===== src/mta_mul.sv =====
module mta_mul (
   input  logic clock,
   input  logic signed [32:0] op_a,
   input  logic signed [32:0] op_b,
   output logic signed [65:0] prod
);

   logic signed [65:0] prod_ff;

   // registered signed product
   always_ff @(posedge clock) begin
      prod_ff <= op_a * op_b;
   end

   assign prod = prod_ff;

endmodule


===== config.mk =====
export PLATFORM = sky130hd
export DESIGN_NAME = mta_mul
export DESIGN_NICKNAME = d
export VERILOG_FILES = /design/src/mta_mul.sv
export SDC_FILE = /design/constraint.sdc
export NUM_CORES = 2
export LEC_CHECK = 0
export ABC_CLOCK_PERIOD_IN_PS = 21400
export BUFFER_PORTS_ARGS = -buffer_cell sky130_fd_sc_hd__buf_2
export CAP_MARGIN = 20
export CORE_AREA = 2 2 264 266
export DETAILED_ROUTE_END_ITERATION = 7
export DIE_AREA = 0 0 266 268
export MAX_ROUTING_LAYER = met4
export PLACE_DENSITY = 0.77
export SLEW_MARGIN = 30
export SYNTH_ARGS = -nofsm -noshare
export SYNTH_HDL_FRONTEND = slang
export SYNTH_SLANG_ARGS = --single-unit

===== constraint.sdc =====
create_clock -name clock -period 21.4 [get_ports clock]
set_input_delay 6.42 -clock clock [delete_from_list [all_inputs] [get_ports clock]]
set_output_delay 6.42 -clock clock [all_outputs]
set_load 0.02 [all_outputs]

==> results.md <==
Run status:
- The flow ran to the end, and the final reports show no timing, DRC or antenna violations.

Clock tree:
- The clock-pin slew of the registers on the worst-case setup and hold paths is 70 ps.
- In this run, CTS created clock tree buffers numbering 9.
- The quantity of hold-fixing buffers added after cts is 0.
- TritonCTS built the clock tree.
- The buffer count from post-CTS setup fixing is 0.
- The count of instances resized after the clock tree is built is 0.
- CTS placed an instance of sky130_fd_sc_hd__clkbuf_16 at the clock tree root.
- The H-tree generated during clock tree synthesis spans 3 levels.
- For this design, the sink count on the clock tree is 66.
- The maximum buffer depth of the clock tree is 2.

Global route:
- The wire length of the first global-routing pass is 172000 µm.
- The via count of the first global-routing pass is 32300.
- The total congestion overflow is 0.
- The overall global routing resource usage is 32.6%.
- The largest net degree at the start of global routing is 34.
- The initial antenna violation count was 8.

Placement:
- The area of placed instances is 41700 µm².
- The HPWL after detailed placement is 86100 µm.
- Buffers placed on the I/O ports in this run total 132.
- At the end of routability-driven placement, the weighted congestion stood at 0.948.

Floorplan:
- The core region is 68200 µm².
- The die covers 71300 µm².
- The row count is 96.
- 133 I/O pins were placed.
- The initial core utilization is 59.7%.
- Measured along the x axis, the die boundary spans 266 µm.
- Measured along the y axis, the die boundary spans 268 µm.

STA:
- The worst relative slew slack is 40.7%.
- The final setup violation count is 0.
- The final hold slack is 6610 ps.
- The fraction of the cycle the final worst path needs is 66.3%.
- Derived from the worst setup path, the maximum achievable clock frequency is 70.5 MHz.
- After routing, the total negative slack on setup checks comes to 0 ps.
- The final number of hold-violating endpoints came to 0.
- The number of max-slew violations in the final report was 0.
- Setup repair after global routing left no endpoint under its margin.
- The worst path needs 14190 ps of the cycle, external delays included.
- The slew of the pin with the lowest slew margin is 889 ps.

Job:
- The tool flagged a number of max-cap violations equal to 0.

Setup path:
- The critical path's most frequent cell is sky130_fd_sc_hd__fa_1.
- The endpoint kind of the worst setup timing path is a flop.
- The data required time of the critical path is 21730 ps.
- The library cell contributing the largest single delay on the critical path is sky130_fd_sc_hd__fa_1.
- For the worst setup path, the data arrival time is 14520 ps.
- STA classifies the critical path startpoint as an input pin.
- The largest single stage delay on the critical path is 900 ps.
- The critical path in this run is classified as in2reg.
- Walking the worst path, the cells encountered are buf_2, nand2_1, inv_1, fa_1, fa_1, fa_1, inv_1, fa_1, fa_1, fa_1, fa_1, fa_1, inv_1, ha_1, nand3_1, or2_2, o221ai_1, o21ai_0, a21oi_1, a21oi_4, or3b_1, nand3_1.
- Of all nets on the critical path, the largest fanout is 33.

Route:
- The number of remaining DRC errors is 0.
- The average wire per standard cell is 20.4 µm.
- The number of DRC markers after the initial detailed-route iteration is 1788.
- The per-cell via count in the routed design is 5.60.
- The first detailed-routing pass took 7 iterations.
- The total number of vias is 28900.
- In this run the remaining antenna-violating nets after routing total 0.
- Summed over all layers, the routed wires come to 105000 µm.

Hold path:
- In this run the most critical hold path is launched from op_b[0].
- The endpoint with the worst hold slack is prod[0].
- The path class of the tightest hold or removal check is in2reg.
- The depth of the worst hold-timing path is 2.

Synthesis:
- In the post-synthesis netlist, the cell with the most instances is sky130_fd_sc_hd__fa_1.
- Of the synthesized area, sequential elements account for 3.24%.
- Yosys printed 0 warnings.
- Summed over all instances, the cell type with the most area after synthesis is sky130_fd_sc_hd__fa_1.
- The number of synthesized register bits is 66.
- The cell area after synthesis is 40700 µm².
- The async set-reset flop share out of synthesis is 0%.
- The share of synthesized area in the top cell type comes to 56.3%.
- In this run, synthesis inferred 0 flip-flops with an integrated enable.
- By area the synthesized netlist is led by sky130_fd_sc_hd__fa_1 (56%), sky130_fd_sc_hd__inv_1 (10%), sky130_fd_sc_hd__and2_1 (8.6%), sky130_fd_sc_hd__ha_1 (6.7%), sky130_fd_sc_hd__nand2_1 (5.1%).
- The synthesized netlist contains 80 unique library cells.
- The most used flip-flop cell after synthesis is sky130_fd_sc_hd__dfxtp_1.
- The mean area per synthesized cell is 9.39 µm².
- The cell count after synthesis is 4338.
- Counting instances in the post-synthesis netlist gives the leading cell types as sky130_fd_sc_hd__fa_1 (1145), sky130_fd_sc_hd__inv_1 (1131), sky130_fd_sc_hd__and2_1 (562), sky130_fd_sc_hd__nand2_1 (551), sky130_fd_sc_hd__ha_1 (217).
- The number of nets in the synthesized netlist is 5767.

Layout:
- The register with the most flip-flops in the layout has 66 of them.
- The relative area change from synthesis to final layout is 3.13%.
- After filler insertion, the fill cell instance count of the layout stands at 5730.
- Of the cells placed in the final design, the portion with a size suffix greater than 1 is 4.52%.
- The net count of the finished layout is 5698.
- The final non-filler cell area is 42000 µm².
[routing by layer]
layer  wire length, µm  GRT usage, %  vias up
met2             53700          54.7     1158
met3              6730          4.57      347
li1                  -             -    12200
met5                 0             -        -
met4              6600          17.5        0
met1             38000          38.4    15200
[how the worst max path moves through the flow]
| stage | start | end | slack, ps | depth (start not counted) |
|---|---|---|---|---|
| floorplan | op_a[32] | prod[62] | 7740 | 23 |
| global placement | op_a[32] | prod[62] | 6840 | 22 |
| detailed placement | op_b[9] | prod[63] | 6910 | 20 |
| CTS | op_b[9] | prod[63] | 7300 | 20 |
| global route | op_b[9] | prod[62] | 6810 | 21 |
| finish | op_a[32] | prod[63] | 7210 | 22 |
[critical path: cells and delay by family]
kind / cells / cell delay [ps]
buffers and inverters: 4 / 970
adders and majority gates: 9 / 5010
AOI/OAI and AO/OA: 4 / 980
and+or+nand+nor: 5 / 1110
[area by class of cell]
| cell class | instances | area (µm²) | share of cell area, % |
|---|---|---|---|
| Clock inverter | 4 | 28.8 | 0.0685 |
| Timing Repair Buffer | 141 | 728 | 1.73 |
| Inverter | 1131 | 4250 | 10.1 |
| Clock buffer | 11 | 243 | 0.578 |
| Sequential cell | 66 | 1320 | 3.15 |
| Antenna cell | 8 | 20.0 | 0.0477 |
| Tap cell | 882 | 1100 | 2.63 |
| Multi-Input combinational cell | 2920 | 34300 | 81.7 |
[metrics by stage]
step	cells	setup WS (ps)	util, %
final	5163	7210	61.6
after global routing	5162	6810	61.6
after floorplan	4338	7740	-
after global placement	5140	6840	61.1
after detailed placement	5140	6910	61.1
after CTS	5155	7300	61.5
[layout by cell type (no fill, tap or decap), types with 4 or more instances in the layout]
master | netlist | routed
sky130_fd_sc_hd__nand4_1 | 11 | 11
sky130_fd_sc_hd__buf_4 | 0 | 9
sky130_fd_sc_hd__diode_2 | 0 | 8
sky130_fd_sc_hd__o21a_1 | 6 | 6
sky130_fd_sc_hd__and4_1 | 5 | 5
sky130_fd_sc_hd__xor2_1 | 25 | 25
sky130_fd_sc_hd__nand2_1 | 551 | 551
sky130_fd_sc_hd__nand2b_1 | 12 | 12
sky130_fd_sc_hd__dfxtp_1 | 66 | 66
sky130_fd_sc_hd__fa_1 | 1145 | 1144
sky130_fd_sc_hd__o21ai_1 | 6 | 6
sky130_fd_sc_hd__o21bai_1 | 11 | 11
sky130_fd_sc_hd__nor3_1 | 7 | 7
sky130_fd_sc_hd__xnor2_1 | 43 | 43
sky130_fd_sc_hd__nor2_1 | 68 | 68
sky130_fd_sc_hd__a21oi_1 | 57 | 57
sky130_fd_sc_hd__clkbuf_16 | 0 | 9
sky130_fd_sc_hd__nor2b_1 | 5 | 5
sky130_fd_sc_hd__inv_1 | 1131 | 1131
sky130_fd_sc_hd__and3_1 | 5 | 5
sky130_fd_sc_hd__o211ai_1 | 4 | 4
sky130_fd_sc_hd__ha_1 | 217 | 217
sky130_fd_sc_hd__a21o_1 | 36 | 36
sky130_fd_sc_hd__a211oi_1 | 7 | 7
sky130_fd_sc_hd__a31oi_1 | 8 | 8
sky130_fd_sc_hd__nand3_1 | 25 | 25
sky130_fd_sc_hd__and2_1 | 562 | 562
sky130_fd_sc_hd__a211o_1 | 6 | 6
sky130_fd_sc_hd__o21ai_0 | 25 | 25
sky130_fd_sc_hd__buf_2 | 11 | 132
[cells by family after synthesis]
logic type	after synthesis	synth area share, %
fa+ha+maj	1362	62.9
buf+inv	1352	12.5
xor+xnor	68	1.46
flops	66	3.24
compound gates	219	4.07
simple gates	1271	15.8
Power is not shown: default switching activity piles up to over one toggle a cycle in this logic, so the estimate is an artifact.
