--- src/mta_pkg.sv ---
package mta_pkg;

   // sizes fixed by the field formats
   localparam int MAX_VERTICES_DEF = 1024;
   localparam int IDX_W = 10;
   localparam int CRD_W = 32;
   localparam int ACC_W = 40;
   localparam int TAN_W = 16;
   localparam int CNT_W = 7;
   localparam int NUM_W = 80;
   localparam int REM_W = 64;

   // request modes
   localparam logic [1:0] MODE_LOAD = 2'd0;
   localparam logic [1:0] MODE_TRI = 2'd1;
   localparam logic [1:0] MODE_READ = 2'd2;

   // iteration counts of the shared unit
   localparam logic [CNT_W-1:0] TRI_DIV_STEPS = 7'd79;
   localparam logic [CNT_W-1:0] NRM_DIV_STEPS = 7'd39;
   localparam logic [CNT_W-1:0] SQRT_STEPS = 7'd25;
   localparam logic [NUM_W-1:0] SQRT_BIT0 = NUM_W'(1) << 48;

   localparam logic signed [ACC_W:0] COMP_LIM = 41'sh7F_FFFF_FFFF;

   typedef struct packed {
      logic [1:0] mode;
      logic [IDX_W-1:0] index_a;
      logic [IDX_W-1:0] index_b;
      logic [IDX_W-1:0] index_c;
      logic signed [CRD_W-1:0] pos_x;
      logic signed [CRD_W-1:0] pos_y;
      logic signed [CRD_W-1:0] pos_z;
      logic signed [CRD_W-1:0] tex_u;
      logic signed [CRD_W-1:0] tex_v;
   } req_type;

   typedef struct packed {
      logic [IDX_W-1:0] vertex_index;
      logic signed [TAN_W-1:0] tangent_x;
      logic signed [TAN_W-1:0] tangent_y;
      logic signed [TAN_W-1:0] tangent_z;
      logic zero_length;
   } rsp_type;

   typedef struct packed {
      logic signed [CRD_W-1:0] x;
      logic signed [CRD_W-1:0] y;
      logic signed [CRD_W-1:0] z;
      logic signed [CRD_W-1:0] u;
      logic signed [CRD_W-1:0] v;
   } vtx_type;

   typedef struct packed {
      logic signed [ACC_W-1:0] x;
      logic signed [ACC_W-1:0] y;
      logic signed [ACC_W-1:0] z;
   } acc_type;

   typedef enum logic {
      OP_DIV,
      OP_SQRT
   } iter_op_type;

   typedef struct packed {
      logic start;
      iter_op_type op;
      logic [CNT_W-1:0] count;
      logic [NUM_W-1:0] dividend;
      logic [REM_W-1:0] divisor;
   } iter_req_type;

   typedef struct packed {
      logic done;
      logic [REM_W-1:0] quot;
      logic sat;
   } iter_rsp_type;

   typedef enum logic [4:0] {
      S_CLEAR,
      S_IDLE,
      S_FETCH,
      S_DIFF,
      S_MUL,
      S_DIV_START,
      S_DIV_WAIT,
      S_ACC_RD,
      S_ACC_WR,
      S_RD_ACC,
      S_NORM,
      S_SQ,
      S_SQRT_START,
      S_SQRT_WAIT,
      S_NDIV_START,
      S_NDIV_WAIT,
      S_RESP
   } state_type;

   // edge difference saturated to +-(2^31-1)
   function automatic logic signed [CRD_W-1:0] sat_diff(input logic signed [CRD_W-1:0] a,
                                                         input logic signed [CRD_W-1:0] b);
      logic signed [CRD_W:0] d;
      d = (CRD_W+1)'(a) - (CRD_W+1)'(b);
      if (d > 33'sh0_7FFF_FFFF) begin
         return 32'sh7FFF_FFFF;
      end else if (d < -33'sh0_7FFF_FFFF) begin
         return 32'sh8000_0001;
      end
      return d[CRD_W-1:0];
   endfunction

   // accumulator add, saturated to [-2^39, 2^39-1]
   function automatic logic signed [ACC_W-1:0] acc_add(input logic signed [ACC_W-1:0] a,
                                                        input logic signed [ACC_W:0] t);
      logic signed [ACC_W+1:0] s;
      s = (ACC_W+2)'(a) + (ACC_W+2)'(t);
      if (s > (ACC_W+2)'(COMP_LIM)) begin
         return COMP_LIM[ACC_W-1:0];
      end else if (s < -(ACC_W+2)'(COMP_LIM) - 42'sd1) begin
         return {1'b1, {(ACC_W-1){1'b0}}};
      end
      return s[ACC_W-1:0];
   endfunction

endpackage

--- src/mta_iter.sv ---
module mta_iter (
   input  logic clock,
   input  logic reset,
   input  mta_pkg::iter_req_type ireq,
   output mta_pkg::iter_rsp_type irsp
);

   logic busy_ff;
   logic done_ff;
   mta_pkg::iter_op_type op_ff;
   logic [mta_pkg::CNT_W-1:0] cnt_ff;
   logic [mta_pkg::NUM_W-1:0] num_ff;
   logic [mta_pkg::REM_W-1:0] div_ff;
   logic [mta_pkg::REM_W-1:0] rem_ff;
   logic [mta_pkg::REM_W-1:0] q_ff;
   logic sat_ff;

   logic [mta_pkg::REM_W:0] trial;
   logic div_ge;
   logic [mta_pkg::REM_W-1:0] sq_t;
   logic sq_ge;

   // one restoring step: a quotient bit or a root bit
   always_comb begin
      trial = {rem_ff, num_ff[mta_pkg::NUM_W-1]};
      div_ge = trial >= {1'b0, div_ff};
      sq_t = q_ff + num_ff[mta_pkg::REM_W-1:0];
      sq_ge = rem_ff >= sq_t;
   end

   // control
   always_ff @(posedge clock) begin
      if (reset) begin
         busy_ff <= 1'b0;
         done_ff <= 1'b0;
      end else begin
         done_ff <= busy_ff && (cnt_ff == 7'd1);
         if (ireq.start) begin
            busy_ff <= 1'b1;
         end else if (busy_ff && (cnt_ff == 7'd1)) begin
            busy_ff <= 1'b0;
         end
      end
   end

   // datapath
   always_ff @(posedge clock) begin
      if (ireq.start) begin
         op_ff <= ireq.op;
         cnt_ff <= ireq.count;
         div_ff <= ireq.divisor;
         q_ff <= '0;
         sat_ff <= 1'b0;
         if (ireq.op == mta_pkg::OP_DIV) begin
            num_ff <= ireq.dividend;
            rem_ff <= '0;
         end else begin
            num_ff <= mta_pkg::SQRT_BIT0;
            rem_ff <= ireq.dividend[mta_pkg::REM_W-1:0];
         end
      end else if (busy_ff) begin
         cnt_ff <= cnt_ff - 7'd1;
         if (op_ff == mta_pkg::OP_DIV) begin
            rem_ff <= div_ge ? mta_pkg::REM_W'(trial - {1'b0, div_ff})
                             : trial[mta_pkg::REM_W-1:0];
            q_ff <= {24'b0, q_ff[38:0], div_ge};
            sat_ff <= sat_ff | q_ff[39];
            num_ff <= num_ff << 1;
         end else begin
            if (sq_ge) begin
               rem_ff <= rem_ff - sq_t;
               q_ff <= (q_ff >> 1) + num_ff[mta_pkg::REM_W-1:0];
            end else begin
               q_ff <= q_ff >> 1;
            end
            num_ff <= num_ff >> 2;
         end
      end
   end

   assign irsp.done = done_ff;
   assign irsp.quot = q_ff;
   assign irsp.sat = sat_ff | q_ff[39];

endmodule
--- config.mk ---
export PLATFORM = sky130hd
export DESIGN_NAME = mta_iter
export DESIGN_NICKNAME = d
export VERILOG_FILES = /design/src/mta_pkg.sv /design/src/mta_iter.sv
export SDC_FILE = /design/constraint.sdc
export NUM_CORES = 1
export LEC_CHECK = 0
export BUFFER_PORTS_ARGS = -buffer_cell sky130_fd_sc_hd__clkbuf_2
export CELL_PAD_IN_SITES_DETAIL_PLACEMENT = 0
export CELL_PAD_IN_SITES_GLOBAL_PLACEMENT = 2
export CORE_MARGIN = 3
export CORE_UTILIZATION = 41
export DETAILED_ROUTE_END_ITERATION = 10
export PLACE_DENSITY_LB_ADDON = 0.1
export SYNTH_ARGS = -nofsm -noshare
export SYNTH_HDL_FRONTEND = slang
export SYNTH_SLANG_ARGS = --single-unit
--- constraint.sdc ---
create_clock -name clock -period 15.46 [get_ports clock]
set_input_delay 3.092 -clock clock [delete_from_list [all_inputs] [get_ports clock]]
set_output_delay 3.092 -clock clock [all_outputs]
set_load 0.05 [all_outputs]
==> impl_summary.txt, run 1 <==
----------------------------------------------------
[Placement]
  Worst slack after detailed placement ... between 7000 and 8000 ps
  Buffers on Ports ... 220
  Final GP Congestion ... 0.929
  Half-perimeter wire length after placement ... 80.2 mm

[CTS]
  Sink count of the clock tree ... 283
  Clock Pin Slew Worst Setup and Hold Paths ... 60 ps
  Clock Tree Root ... sky130_fd_sc_hd__clkbuf_16
  Total CTS buffers ... 38
  Count of hold buffers inserted by post-cts repair ... 0
  Quantity of gates resized following cts ... 0
  Buffer count from post-CTS setup fixing ... 0
  Maximum root-to-sink buffer count ... 3
  Clock latency of the later-clocked register in the worst-skew pair ... between 500 and 600 ps
  Number of levels in the clock H-tree ... 2
  TritonCTS clock tree ... done

[Final layout]
  Layout area overhead ... 10.9%
  Post-layout net count ... 3864
  Fill cell total of the finished layout ... 6743
  Fraction of layout instances using a drive strength above 1 ... about a tenth
  Diode count ... 0
  Multi-input logic area ... 18500 µm²
  Area used by sequential logic in the layout ... a little under 8000 µm²

[Global route]
  Total global-route track usage ... 27.9%
  Global-route wire length before repair ... 153 mm
  Total congestion overflow after global routing ... 0
  Pin count of the biggest net entering global routing ... 88
  Via count of the first global-routing pass ... 25900
  Antenna violations before repair ... 3

[STA]
  Period utilization ... 49.7%
  Fmax ... 130 MHz
  Sum of negative setup slack ... 0 ps
  Min Clock Period, post-route ... 7690 ps
  Setup repair after global routing missed its margin ... no
  Worst Slack Setup Final ... roughly 8000 ps
  Final setup fails ... 0
  Final-report hold violation count ... 0
  Clock tree skew after final layout ... 25.8 ps
  Max-slew violation count ... 0
  Relative slew slack ... 22.7%
  Actual transition at the worst max-transition pin ... 1130 ps

[Pwr]
  Post-layout total power ... ~5.8 mW
  Leakage dissipation ... 13.5 nW
  Power density over cell area ... 191 nW/µm²
  Worst IR Drop VDD ... 0.105 mV

[Routing]
  Router iterations before antenna repair ... 5
  Vias ... ~26000
  Final routed wirelength across all metal layers ... about 100 mm
  Average routed wire per standard cell ... 23.3 µm
  Number of vias per cell ... around 6.0
  Antenna-violating nets left ... 0
  DRC Markers ... 0
  Number of design-rule violations left by the first detailed-router iteration ... 2053

[Run]
  Maximum Capacitance Violations ... 0

[Setup path]
  Total buffers and inverters traversed by the critical path ... 4
  Worst setup EP type ... register
  Delay of the slowest cell on the worst path ... around 700 ps
  Critical Path Source Type ... register
  Class of the most critical setup path ... register to register
  Worst reg2reg path startpoint ... num_ff[0]
  Cell family contributing the most delay on the critical path ... compound AO/OA/AOI/OAI gates
  Critical path required time ... between 15000 and 20000 ps
  Largest fanout on the critical path ... 64
  Data arrival time of the worst path ... 7870 ps
  Critical Path Start ... num_ff[0]
  Setup slack of the worst register-to-register path ... around 8000 ps
  Cell with the largest stage delay on the worst path ... sky130_fd_sc_hd__buf_4

[Yosys]
  Ys async rst share ... 0%
  Ranking of synthesized cells by area ... sky130_fd_sc_hd__edfxtp_1 (24%), sky130_fd_sc_hd__ha_1 (12%), sky130_fd_sc_hd__a21oi_1 (5.8%), sky130_fd_sc_hd__nand2_1 (5.4%), sky130_fd_sc_hd__o21ai_0 (5.0%)
  Post-synth EDFFs ... about 220
  Number of distinct library cell variants in the gate-level netlist after synthesis ... 84
  Biggest area consumer among synthesized cells ... sky130_fd_sc_hd__edfxtp_1
  Number of nets in the synthesized netlist ... 3761
  Count of warnings emitted by yosys ... 0
  Commonest cells post-synth ... sky130_fd_sc_hd__nand2_1 (393), sky130_fd_sc_hd__a21oi_1 (317), sky130_fd_sc_hd__o21ai_0 (272)
  Gate count after technology mapping ... 3346
  Post-synthesis sequential element count ... between 200 and 300
  Leading register cell type out of synthesis ... sky130_fd_sc_hd__edfxtp_1
  Syn_area_per_cell ... 8.21 µm²
  Dominant cell by count in the synthesized netlist ... sky130_fd_sc_hd__nand2_1
  Sequential fraction of the synthesis area ... 28.5%
  Post-synthesis cell area ... 27500 µm²
  Area share of the largest cell type after synthesis ... a little under a quarter

[Status]
  Status ... completed

[Die]
  Total I/O pin count ... roughly 220
  Chip Width ... 265 µm
  Die Span Y ... 265 µm
  Die area ... about 70000 µm²
  Initial core utilization ... 41.6%
  Placement Rows ... 94
  Core outline area ... 66100 µm²

[Hold path]
  Worst Min Path Start ... sat_ff
  Path type of the worst min-delay path ... register to register

----------------------------------------------------
-- per-layer routing --
| layer | global-route usage [%] | vias to the layer above | share of wire [%] | wire, µm |
|---|---|---|---|---|
| li1 | - | 12600 | - | - |
| met1 | 32.7 | 12500 | 40 | 40600 |
| met2 | 52.2 | 719 | 52 | 52200 |
| met3 | 3.22 | 167 | 4.1 | 4160 |
| met4 | 10.2 | 2 | 3.9 | 3970 |
| met5 | 0 | - | 0.013 | 13 |
-- sequential cells by signal, indices dropped and copies added (netlist names) --
register,cells
busy_ff,1
cnt_ff,7
op_ff,1
q_ff,64
done_ff,1
rem_ff,64
div_ff,64
num_ff,80
sat_ff,1
-- per-stage QoR --
step / utilization (%) / hold slack [ps] / std cells / area [µm²]
after floorplan: - / 429 / 3346 / 27500
after global placement: 44.2 / 442 / 4273 / 29200
after detailed placement: 44.2 / 480 / 4273 / 29200
after CTS: 46.1 / 494 / 4342 / 30500
after global routing: 46.1 / 513 / 4342 / 30500
final: 46.1 / 485 / 4342 / 30500
-- kinds of logic after synthesis --
kind of cell,count (synthesis),synth area share [%]
xor gates and xnor gates,242,7.71
buffers and inverters,325,4.58
and+or+nand+nor,919,15.1
muxes,122,4.47
DFF,283,28.5
adders and majority gates,260,11.9
AOI/OAI and AO/OA,1195,27.7
-- placed cells by master, fill, tap and decap left out, types with 47 or more instances in the layout --
| cell type | instances |
|---|---|
| sky130_fd_sc_hd__edfxtp_1 | 216 |
| sky130_fd_sc_hd__nor2_1 | 209 |
| sky130_fd_sc_hd__dfxtp_1 | 67 |
| sky130_fd_sc_hd__a21oi_1 | 315 |
| sky130_fd_sc_hd__o21ai_1 | 47 |
| sky130_fd_sc_hd__o21bai_1 | 55 |
| sky130_fd_sc_hd__clkbuf_2 | 219 |
| sky130_fd_sc_hd__xnor2_1 | 137 |
| sky130_fd_sc_hd__nand2_1 | 393 |
| sky130_fd_sc_hd__xor2_1 | 105 |
| sky130_fd_sc_hd__a21o_1 | 161 |
| sky130_fd_sc_hd__ha_1 | 256 |
| sky130_fd_sc_hd__nand3_1 | 61 |
| sky130_fd_sc_hd__o21ai_0 | 272 |
| sky130_fd_sc_hd__a31oi_1 | 68 |
| sky130_fd_sc_hd__nand4_1 | 60 |
| sky130_fd_sc_hd__inv_1 | 142 |
| sky130_fd_sc_hd__mux2i_1 | 117 |
-- path summary, 6_finish.rpt --
check             cells past startpoint          to
setup / recovery                     26  rem_ff[52]
hold / removal                        2      sat_ff
setup reg to reg                     26  rem_ff[52]
hold reg to reg                       2      sat_ff
-- final cells by class --
type	instances	area share [%]
well taps	864	3.55
clock inverters	18	0.640
flip-flops and latches	283	25.7
multi-input cells	2738	60.6
repair buffers	243	4.24
inverters	145	1.79
clock buffers	51	3.52
-- worst register-to-register path: stages (launching register included) --
cell	delay, ps
sky130_fd_sc_hd__edfxtp_1	420
sky130_fd_sc_hd__ha_1	240
sky130_fd_sc_hd__fa_1	410
sky130_fd_sc_hd__a21o_1	180
sky130_fd_sc_hd__a21oi_1	240
sky130_fd_sc_hd__o211a_1	220
sky130_fd_sc_hd__o32ai_1	150
sky130_fd_sc_hd__o211ai_1	210
sky130_fd_sc_hd__o211ai_1	310
sky130_fd_sc_hd__a41oi_1	440
sky130_fd_sc_hd__a21oi_1	160
sky130_fd_sc_hd__a2111o_1	450
sky130_fd_sc_hd__a31oi_1	170
sky130_fd_sc_hd__o21bai_1	90
sky130_fd_sc_hd__xnor2_1	130
sky130_fd_sc_hd__ha_1	450
sky130_fd_sc_hd__nand4_1	190
sky130_fd_sc_hd__nor2_1	150
sky130_fd_sc_hd__inv_1	60
sky130_fd_sc_hd__or3_1	320
sky130_fd_sc_hd__a211oi_1	240
sky130_fd_sc_hd__o21ai_1	150
sky130_fd_sc_hd__a21oi_4	140
sky130_fd_sc_hd__buf_4	330
sky130_fd_sc_hd__inv_2	390
sky130_fd_sc_hd__a21oi_4	250
sky130_fd_sc_hd__buf_4	700
-- report_power, final --
part / total, mW / switching [mW] / internal (mW)
Combinational: 3.65 / 2.26 / 1.38
Clock: 0.925 / 0.370 / 0.554
Sequential: 1.25 / 0.221 / 1.03
Total: 5.82 / 2.85 / 2.96
Power figures use the tool's default switching activity.
==> run 2, diff against run 1 <==
--- a/config.mk
+++ b/config.mk
@@ -9,7 +9,7 @@
 export CELL_PAD_IN_SITES_DETAIL_PLACEMENT = 0
 export CELL_PAD_IN_SITES_GLOBAL_PLACEMENT = 2
 export CORE_MARGIN = 3
-export CORE_UTILIZATION = 41
+export CORE_UTILIZATION = 34
 export DETAILED_ROUTE_END_ITERATION = 10
 export PLACE_DENSITY_LB_ADDON = 0.1
 export SYNTH_ARGS = -nofsm -noshare
==> constraint.sdc (replaced) <==
create_clock -name clock -period 6.3 [get_ports clock]
set_input_delay 1.26 -clock clock [delete_from_list [all_inputs] [get_ports clock]]
set_output_delay 1.26 -clock clock [all_outputs]
set_load 0.05 [all_outputs]
==> impl_summary.txt, run 2 (same netlist as run 1, synthesis figures left out) <==
----------------------------------------------------
[Global route]
  Pin count of the biggest net entering global routing ... 136 (was 88)
  Via count of the first global-routing pass ... 26700 (was 25900)
  Antenna violations before repair ... 3 (unchanged)
  Total congestion overflow after global routing ... 0 (unchanged)
  Global-route wire length before repair ... 161 mm (was 153 mm)
  Total global-route track usage ... 24.5% (was 27.9%)

[STA]
  Fmax ... 166 MHz (was 130 MHz)
  Actual transition at the worst max-transition pin ... 1180 ps (was 1130 ps)
  Period utilization ... 95.5% (was 49.7%)
  Relative slew slack ... 21.3% (was 22.7%)
  Max-slew violation count ... 0 (unchanged)
  Min Clock Period, post-route ... 6020 ps (was 7690 ps)
  Clock tree skew after final layout ... 25.4 ps (was 25.8 ps)
  Final-report hold violation count ... 0 (unchanged)
  Post-route worst hold slack ... 470 ps (was 485 ps)
  Final setup fails ... 0 (unchanged)

[CTS]
  Total CTS buffers ... 38 (unchanged)
  TritonCTS clock tree ... done (unchanged)
  Clock Pin Slew Worst Setup and Hold Paths ... 60 ps (about the same)
  Clock latency of the later-clocked register in the worst-skew pair ... 570 ps (was 580 ps)
  Clock Tree Root ... sky130_fd_sc_hd__clkbuf_16 (unchanged)
  Sink count of the clock tree ... 283 (unchanged)
  Number of levels in the clock H-tree ... 2 (unchanged)
  Maximum root-to-sink buffer count ... 3 (unchanged)

[Placement]
  Final GP Congestion ... 0.904 (was 0.929)
  # placed instances ... 4579 (was 4273)
  Buffers on Ports ... 220 (unchanged)
  Area post-placement ... 30700 µm² (was 29200 µm²)
  Half-perimeter wire length after placement ... 86.6 mm (was 80.2 mm)

[Pwr]
  Net Sw Frac ... 48.2% (was 49.1%)
  Worst IR Drop VDD ... 0.234 mV (was 0.105 mV)
  Sequential Power Share ... 20.2% (was 21.4%)
  Clock group share of total power ... 14.6% (was 15.9%)
  Leakage dissipation ... 14.2 nW (was 13.5 nW)
  Net Sw Power ... 7.26 mW (was 2.85 mW)
  Combinational cell fraction of total power ... 65.2% (was 62.7%)
  Power density over cell area ... 468 nW/µm² (was 191 nW/µm²)
  Int Power ... 7.81 mW (was 2.96 mW)

[Setup path]
  Cell with the largest stage delay on the worst path ... sky130_fd_sc_hd__edfxtp_1 (was sky130_fd_sc_hd__buf_4)
  Reg-to-reg critical path endpoint ... q_ff[1] (was rem_ff[52])
  Cell seen most often among critical-path stages ... sky130_fd_sc_hd__a21oi_2
  Critical path required time ... 6760 ps (was 15640 ps)
  Setup slack of the worst register-to-register path ... 280 ps (was 7770 ps)
  Class of the most critical setup path ... register to register (unchanged)
  Critical Path Source Type ... register (unchanged)
  Data arrival time of the worst path ... 6480 ps (was 7870 ps)
  Delay of the slowest cell on the worst path ... 450 ps (was 700 ps)
  Worst reg2reg path startpoint ... num_ff[1] (was num_ff[0])
  Number of cells traversed by the worst register-to-register path ... 28 (was 26)
  Largest fanout on the critical path ... 10 (was 64)
  Worst setup EP type ... register (unchanged)

[Hold path]
  End point of the most critical hold path ... sat_ff (unchanged)
  Number of cells on the worst hold path ... 2 (unchanged)
  Worst Min Path Start ... sat_ff (unchanged)
  Path type of the worst min-delay path ... register to register (unchanged)

[Final layout]
  Flip-flop count of the largest register after layout ... 80 (unchanged)
  Post-layout net count ... 3998 (was 3864)
  Fraction of layout instances using a drive strength above 1 ... 15.2% (was 9.83%)
  Commonest cells after routing, fill and taps aside ... sky130_fd_sc_hd__nand2_1 (393), sky130_fd_sc_hd__a21oi_1 (300), sky130_fd_sc_hd__o21ai_0 (263) (was sky130_fd_sc_hd__nand2_1 (393), sky130_fd_sc_hd__a21oi_1 (315), sky130_fd_sc_hd__o21ai_0 (272))
  Most flop-heavy register ... num_ff (unchanged)
  Most common cell after layout, fill and taps aside ... sky130_fd_sc_hd__nand2_1 (unchanged)
  Layout area overhead ... 17.2% (was 10.9%)
  Design area ... 32200 µm² (was 30500 µm²)
  Post-route non-filler standard cell count ... 4664 (was 4342)

[Die]
  Die area ... 84300 µm² (was 70200 µm²)
  Placement Rows ... 103 (was 94)
  Total I/O pin count ... 221 (unchanged)
  Die Span Y ... 290 µm (was 265 µm)
  Core outline area ... 79500 µm² (was 66100 µm²)
  Initial core utilization ... 34.6% (was 41.6%)
  Chip Width ... 290 µm (was 265 µm)

[Routing]
  Vias ... 26400 (was 26000)
  Router iterations before antenna repair ... 5 (unchanged)
  DRC Markers ... 0 (unchanged)
  Number of vias per cell ... 5.66 (was 5.99)
  Number of design-rule violations left by the first detailed-router iteration ... 1670 (was 2053)
  Average routed wire per standard cell ... 23.2 µm (was 23.3 µm)
  Antenna-violating nets left ... 0 (unchanged)
  Final routed wirelength across all metal layers ... 108 mm (was 101 mm)

[Run]
  Maximum Capacitance Violations ... 0 (unchanged)

[Status]
  Status ... completed (unchanged)

----------------------------------------------------
-- run 2: power by group through the flow --
stage          Clock [mW]  Sequential, mW  Combinational [mW]
3_5_place_dp            0            3.10                9.47
6_report             2.20            3.04                9.83
5_1_grt              2.33            3.08                10.8
3_3_place_gp            0            3.10                9.47
4_1_cts              2.27            3.07                9.52
2_1_floorplan           0            2.93                6.60
-- run 2: worst max-delay path by stage --
stage	start	to	slack, ps
after detailed placement	num_ff[0]	rem_ff[57]	120
after global routing	num_ff[1]	q_ff[1]	-8
final	num_ff[1]	q_ff[1]	280
after global placement	num_ff[0]	rem_ff[53]	210
after floorplan	num_ff[0]	rem_ff[0]	-20
after CTS	num_ff[0]	rem_ff[57]	120
-- run 2: area by class of cell --
cell class              instances  area [µm²]
diodes                          1        2.50
clock buffers                  51        1030
clock inverters                19         186
fillers                      8241       47300
inverters                     145         547
multi-input cells            2738       18700
flip-flops and latches        283        7910
well taps                    1050        1310
repair buffers                377        2470
-- run 2: per-stage QoR --
step | setup TNS [ps] | util (%) | power [mW] | setup slack (ps)
after floorplan | -1220 | - | 9.53 | -19.0
after global placement | 0 | 38.6 | 12.6 | 208
after detailed placement | 0 | 38.6 | 12.6 | 120
after CTS | 0 | 40.1 | 14.9 | 120
after global routing | -8.05 | 40.5 | 16.2 | -8.05
final | 0 | 40.5 | 15.1 | 281
-- run 2: timing repair --
item / in CTS / in global routing
hold buffers: 0 / 0
gates resized for setup: 0 / 37
setup endpoints to repair: 0 / 144
setup buffers: 0 / 12
-- run 2: metal layers --
metal / vias to the layer above / share of wire [%] / track usage, % / wire (µm)
met4: 0 / 2.9 / 6.86 / 3100
li1: 12900 / - / - / -
met5: - / 0 / 0 / 0
met3: 137 / 3.9 / 2.75 / 4230
met2: 625 / 53 / 46.5 / 57100
met1: 12700 / 41 / 28.8 / 44000
-- run 2: worst max-delay path: cells and delay by family (launching register included) --
family | cells | cell delay, ps
AND/OR/NAND/NOR | 1 | 90
adder cells (fa/ha/maj) | 2 | 570
flip-flops | 1 | 450
XOR/XNOR | 1 | 160
AO/OA/AOI/OAI | 21 | 4170
buffers and inverters | 3 | 460
